File: config.mk
export PLATFORM = sky130hd
export DESIGN_NAME = qrs_div_pipe
export DESIGN_NICKNAME = d
export VERILOG_FILES = /design/src/design/qrs_div_pipe.sv
export SDC_FILE = /design/constraint.sdc
export NUM_CORES = 1
export LEC_CHECK = 0
export BUFFER_PORTS_ARGS = -buffer_cell sky130_fd_sc_hd__buf_2
export CAP_MARGIN = 15
export CORE_MARGIN = 4
export CORE_UTILIZATION = 35
export DETAILED_ROUTE_END_ITERATION = 6
export GPL_ROUTABILITY_DRIVEN = 0
export SLEW_MARGIN = 20
export SYNTH_ARGS = -nofsm -noshare
export SYNTH_HDL_FRONTEND = slang
export SYNTH_SLANG_ARGS = --single-unit
File: constraint.sdc
create_clock -name aclk -period 8.4 [get_ports aclk]
set_input_delay 0.42 -clock aclk [delete_from_list [all_inputs] [get_ports aclk]]
set_output_delay 0.42 -clock aclk [all_outputs]
set_load 0.01 [all_outputs]
File: src/design/qrs_div_pipe.sv
module qrs_div_pipe #(
    parameter int NUM_W = 18,
    parameter int DEN_W = 17
) (
    input  logic             aclk,
    input  logic             en,
    input  logic [NUM_W-1:0] num,
    input  logic [DEN_W-1:0] den,
    output logic [NUM_W-1:0] quo
);

    // one quotient bit per stage, restoring division
    logic [DEN_W-1:0] rem_reg [NUM_W];
    logic [NUM_W-1:0] nq_reg  [NUM_W];
    logic [DEN_W-1:0] den_reg [NUM_W];

    for (genvar k = 0; k < NUM_W; k++) begin : g_stage
        logic [DEN_W-1:0] rem_in;
        logic [NUM_W-1:0] nq_in;
        logic [DEN_W-1:0] den_in;
        logic [DEN_W:0]   trial;
        logic [DEN_W:0]   diff;
        logic             ge;
        logic [DEN_W-1:0] rem_next;
        logic [NUM_W-1:0] nq_next;

        if (k == 0) begin : g_first
            assign rem_in = '0;
            assign nq_in  = num;
            assign den_in = den;
        end else begin : g_rest
            assign rem_in = rem_reg[k-1];
            assign nq_in  = nq_reg[k-1];
            assign den_in = den_reg[k-1];
        end

        // bring down next numerator bit, try the subtract
        always_comb begin
            trial    = {rem_in, nq_in[NUM_W-1]};
            diff     = trial - {1'b0, den_in};
            ge       = (trial >= {1'b0, den_in});
            rem_next = ge ? diff[DEN_W-1:0] : trial[DEN_W-1:0];
            nq_next  = {nq_in[NUM_W-2:0], ge};
        end

        always_ff @(posedge aclk) begin
            if (en) begin
                rem_reg[k] <= rem_next;
                nq_reg[k]  <= nq_next;
                den_reg[k] <= den_in;
            end
        end
    end

    assign quo = nq_reg[NUM_W-1];

endmodule

==> Implementation_results.wiki <==
{| class="wikitable"
! Metric !! Value
|-
| R2r endpoint || rem_reg[12][3]
|-
| CP Launch Point || nq_reg[11][17]
|-
| RSZ-0062 raised after global routing || no
|-
| Launch point of the worst hold path || num[17]
|-
| Peak clock frequency supported by timing || 256 MHz
|-
| Number of nets still failing antenna checks after routing || 0
|-
| DRC marker count from the first detailed-route iteration || approximately 1300
|-
| WP buf/inv || 2
|-
| Placed Cells incl. Taps || roughly 5100
|-
| First-pass GRT wire length || 133000 um
|-
| Data arrival time of the critical path || between 4 and 5 ns
|-
| CP cell instances || inv_1 > ha_1 > inv_1 > fa_1 > a41o_1 > a21oi_2 > o22ai_2 > o21ai_2 > o31ai_1 > a21o_1 > a311oi_4 > mux2_2
|-
| Half-perimeter wire length after placement || between 50000 and 60000 um
|-
| Fraction of layout cells with a size suffix above 1 || 0.112
|-
| Worst Max-Slew Pin Slew || around 1.1 ns
|-
| Origin of the critical flop-to-flop path || nq_reg[11][17]
|-
| Seq cells post-synth || 902
|-
| Share of synthesized area occupied by flip-flops and latches || 0.610
|-
| IO buf count || between 50 and 60
|-
| Share of flip-flops with an asynchronous set or reset || 0
|-
| Layout fillers || 11641
|-
| Combined flip-flop and latch cell area || 27100 um^2
|-
| Routed length on met3 || between 2000 and 3000 um
|-
| Reported leakage power || 19.5 nW
|-
| Final worst clock skew || approximately 0.044 ns
|-
| Via count of the first global-routing pass || between 20000 and 30000
|-
| Met2 routed wirelength || between 40000 and 50000 um
|-
| Hold Crit Class || in -> reg
|-
| Crit end category || flop
|-
| Post-CTS sizing || 0
|-
| Number of instances in the synthesized netlist || 3418
|-
| Cell at the root of the clock tree || sky130_fd_sc_hd__clkbuf_16
|-
| Crit Path Class || reg -> reg
|-
| Power density over the cells || 360 nW/um^2
|-
| TritonCTS clock tree || yes
|-
| Period utilisation layout || 0.465
|-
| Most common cell after layout, fill and taps aside || sky130_fd_sc_hd__edfxtp_1
|-
| Sinks on Clock Net || between 900 and 1000
|-
| Highest-count cells in the layout ignoring fill and taps || sky130_fd_sc_hd__edfxtp_1 (902), sky130_fd_sc_hd__inv_1 (372), sky130_fd_sc_hd__ha_1 (291)
|-
| Family with the most delay on the worst path || compound AO/OA/AOI/OAI gates
|-
| Number of cells on the worst reg-to-reg path || 12
|-
| Cell area after placement || roughly 47000 um^2
|-
| Number of enable-type register cells in the synthesized netlist || between 900 and 1000
|-
| Syn_nets || around 3800
|-
| GRT Total Usage || 0.122
|-
| Data required time at the worst endpoint || about 9 ns
|-
| End point of the critical path || rem_reg[12][3]
|-
| DRT met1 WL || roughly 30000 um
|-
| # DRC || 0
|-
| Max transition margin || 0.267
|-
| FF-to-FF setup slack || about 4.5 ns
|-
| Design area || 50400 um^2
|-
| Non-filler instance count after layout || approximately 5300
|-
| Number of antenna violations at the first check in global routing || 0
|-
| Final total negative setup slack || 0 ns
|-
| Cell area after technology mapping || between 40000 and 50000 um^2
|-
| Area taken by multi-input logic gates || 15700 um^2
|-
| Flip-flop count of the largest register after layout || between 300 and 400
|-
| Via total after detailed routing || between 20000 and 30000
|-
| Area of the placeable core || about 130000 um^2
|-
| Initial standard-cell utilization of the core || 0.353
|-
| Depth of the critical timing path with buffers and inverters included || 12
|-
| Clock insertion delay at the later pin of the skew report || around 0.71 ns
|-
| Highest Signal Layer || met4
|-
| Worst stage delay on the critical path || about 0.96 ns
|-
| Final hold vios || 0
|-
| Die Span Y || approximately 360 um
|-
| Slew Viols, Final || 0
|-
| Worst IR Drop VDD || around 0.00018 V
|-
| Number of setup violations in the final report || 0
|-
| Area delta synth->final || 13.5%
|-
| Hold depth || 3
|-
| Most used cell along the critical path || sky130_fd_sc_hd__inv_1
|-
| Residual overflow from global routing || 0
|-
| Detailed-route wire length per cell || 15.2 um
|-
| Detailed-route wire length || between 80000 and 90000 um
|-
| Diode insertion count for antenna repair || 0
|-
| Floorplan die area || 133000 um^2
|-
| IO Pins || 55
|-
| Layout net count || 3913
|-
| Clock buffer count from CTS || 102
|-
| Synthesized area per cell || around 13 um^2
|-
| Die W || 364 um
|-
| Pin count of the biggest net entering global routing || 173
|-
| Final worst path period need || approximately 4 ns
|-
| Via/cell ratio || 4.90
|-
| Leading register cell type out of synthesis || sky130_fd_sc_hd__edfxtp_1
|-
| Type of element launching the critical path || flop
|-
| Clock Tree Buf Depth || 3
|-
| Placement row count || 130
|-
| Worst path slowest cell || sky130_fd_sc_hd__a311oi_4
|-
| Critical path fanouts, max || 17
|-
| Detailed Routing Iterations Pass 1 || 7
|-
| Post-synthesis cell type count || 85
|-
| Total design power || between 15 and 20 mW
|-
| Clock Pin Slew Worst Setup and Hold Paths || roughly 0.06 ns
|-
| CTS H-tree lvls || 3
|-
| Result of the run || completed
|-
| Number of max-cap violations || 0
|-
| Ys Warns || 0
|}
layer usage:
metal	global-route usage	vias to the layer above
met5	0	-
met4	0.0549	0
met3	0.0227	203
met2	0.239	362
met1	0.124	12405
li1	-	13010
stage by stage:
| step | hold WS [ns] | setup slack (ns) | util |
|---|---|---|---|
| 2_1_floorplan | 0.400 | 5.18 | - |
| 6_report | 0.148 | 4.49 | 0.401 |
| 4_1_cts | 0.0817 | 4.45 | 0.401 |
| 3_5_place_dp | 0.405 | 4.45 | 0.371 |
| 5_1_grt | 0.114 | 4.26 | 0.401 |
| 3_3_place_gp | 0.400 | 4.46 | 0.371 |
what timing repair did:
item,in CTS,in global routing
endpoints found under the hold margin,33,0
buffers inserted,0,0
hold buffers,33,0
cell usage after synthesis, types with 17 or more instances:
library cell / n / share of area
sky130_fd_sc_hd__a211oi_1: 31 / 0.0052
sky130_fd_sc_hd__a21o_1: 92 / 0.016
sky130_fd_sc_hd__a21oi_1: 236 / 0.027
sky130_fd_sc_hd__a31oi_1: 39 / 0.0055
sky130_fd_sc_hd__clkbuf_1: 34 / 0.0029
sky130_fd_sc_hd__edfxtp_1: 902 / 0.61
sky130_fd_sc_hd__ha_1: 291 / 0.082
sky130_fd_sc_hd__inv_1: 372 / 0.031
sky130_fd_sc_hd__mux2_2: 148 / 0.038
sky130_fd_sc_hd__nand2_1: 191 / 0.016
sky130_fd_sc_hd__nand2b_1: 35 / 0.0049
sky130_fd_sc_hd__nand3_1: 43 / 0.0048
sky130_fd_sc_hd__nand4_1: 34 / 0.0048
sky130_fd_sc_hd__nor2_1: 160 / 0.014
sky130_fd_sc_hd__nor2b_1: 27 / 0.0038
sky130_fd_sc_hd__nor3_1: 32 / 0.0036
sky130_fd_sc_hd__nor4_1: 26 / 0.0037
sky130_fd_sc_hd__o211ai_1: 17 / 0.0029
sky130_fd_sc_hd__o21a_1: 38 / 0.0064
sky130_fd_sc_hd__o21ai_0: 183 / 0.021
sky130_fd_sc_hd__o21bai_1: 22 / 0.0037
sky130_fd_sc_hd__o31ai_1: 22 / 0.0037
sky130_fd_sc_hd__xnor2_1: 136 / 0.027
sky130_fd_sc_hd__xor2_1: 73 / 0.014
kinds of logic after synthesis:
family	synth area share
flops	0.610
compound gates	0.115
simple gates	0.0645
buf+inv	0.0374
fa+ha+maj	0.0892
xor+xnor	0.0412
mux	0.0428
power by group:
group,internal [mW],switching [mW]
clock network,2.65,1.83
registers,6.35,0.472
logic,3.14,3.68
worst min path at each step:
stage / end / slack [ns]
after detailed placement: nq_reg[11][14] / 0.40
final: rem_reg[0][0] / 0.15
after floorplan: nq_reg[10][10] / 0.40
after global routing: den_reg[0][1] / 0.11
after global placement: nq_reg[4][2] / 0.40
after CTS: rem_reg[0][0] / 0.08
layout make-up:
| type | instances | area share |
|---|---|---|
| Clock inverter | 68 | 0.0151 |
| Clock buffer | 119 | 0.0524 |
| Inverter | 374 | 0.0279 |
| Tap cell | 1650 | 0.0410 |
| Sequential cell | 902 | 0.538 |
| Timing Repair Buffer | 103 | 0.0150 |
| Multi-Input combinational cell | 2086 | 0.311 |
tightest hold or removal path, stage by stage:
cell                      delay (ns)
sky130_fd_sc_hd__buf_2          0.07
sky130_fd_sc_hd__inv_1          0.04
sky130_fd_sc_hd__mux2i_1        0.15
Power figures use the tool's default switching activity.
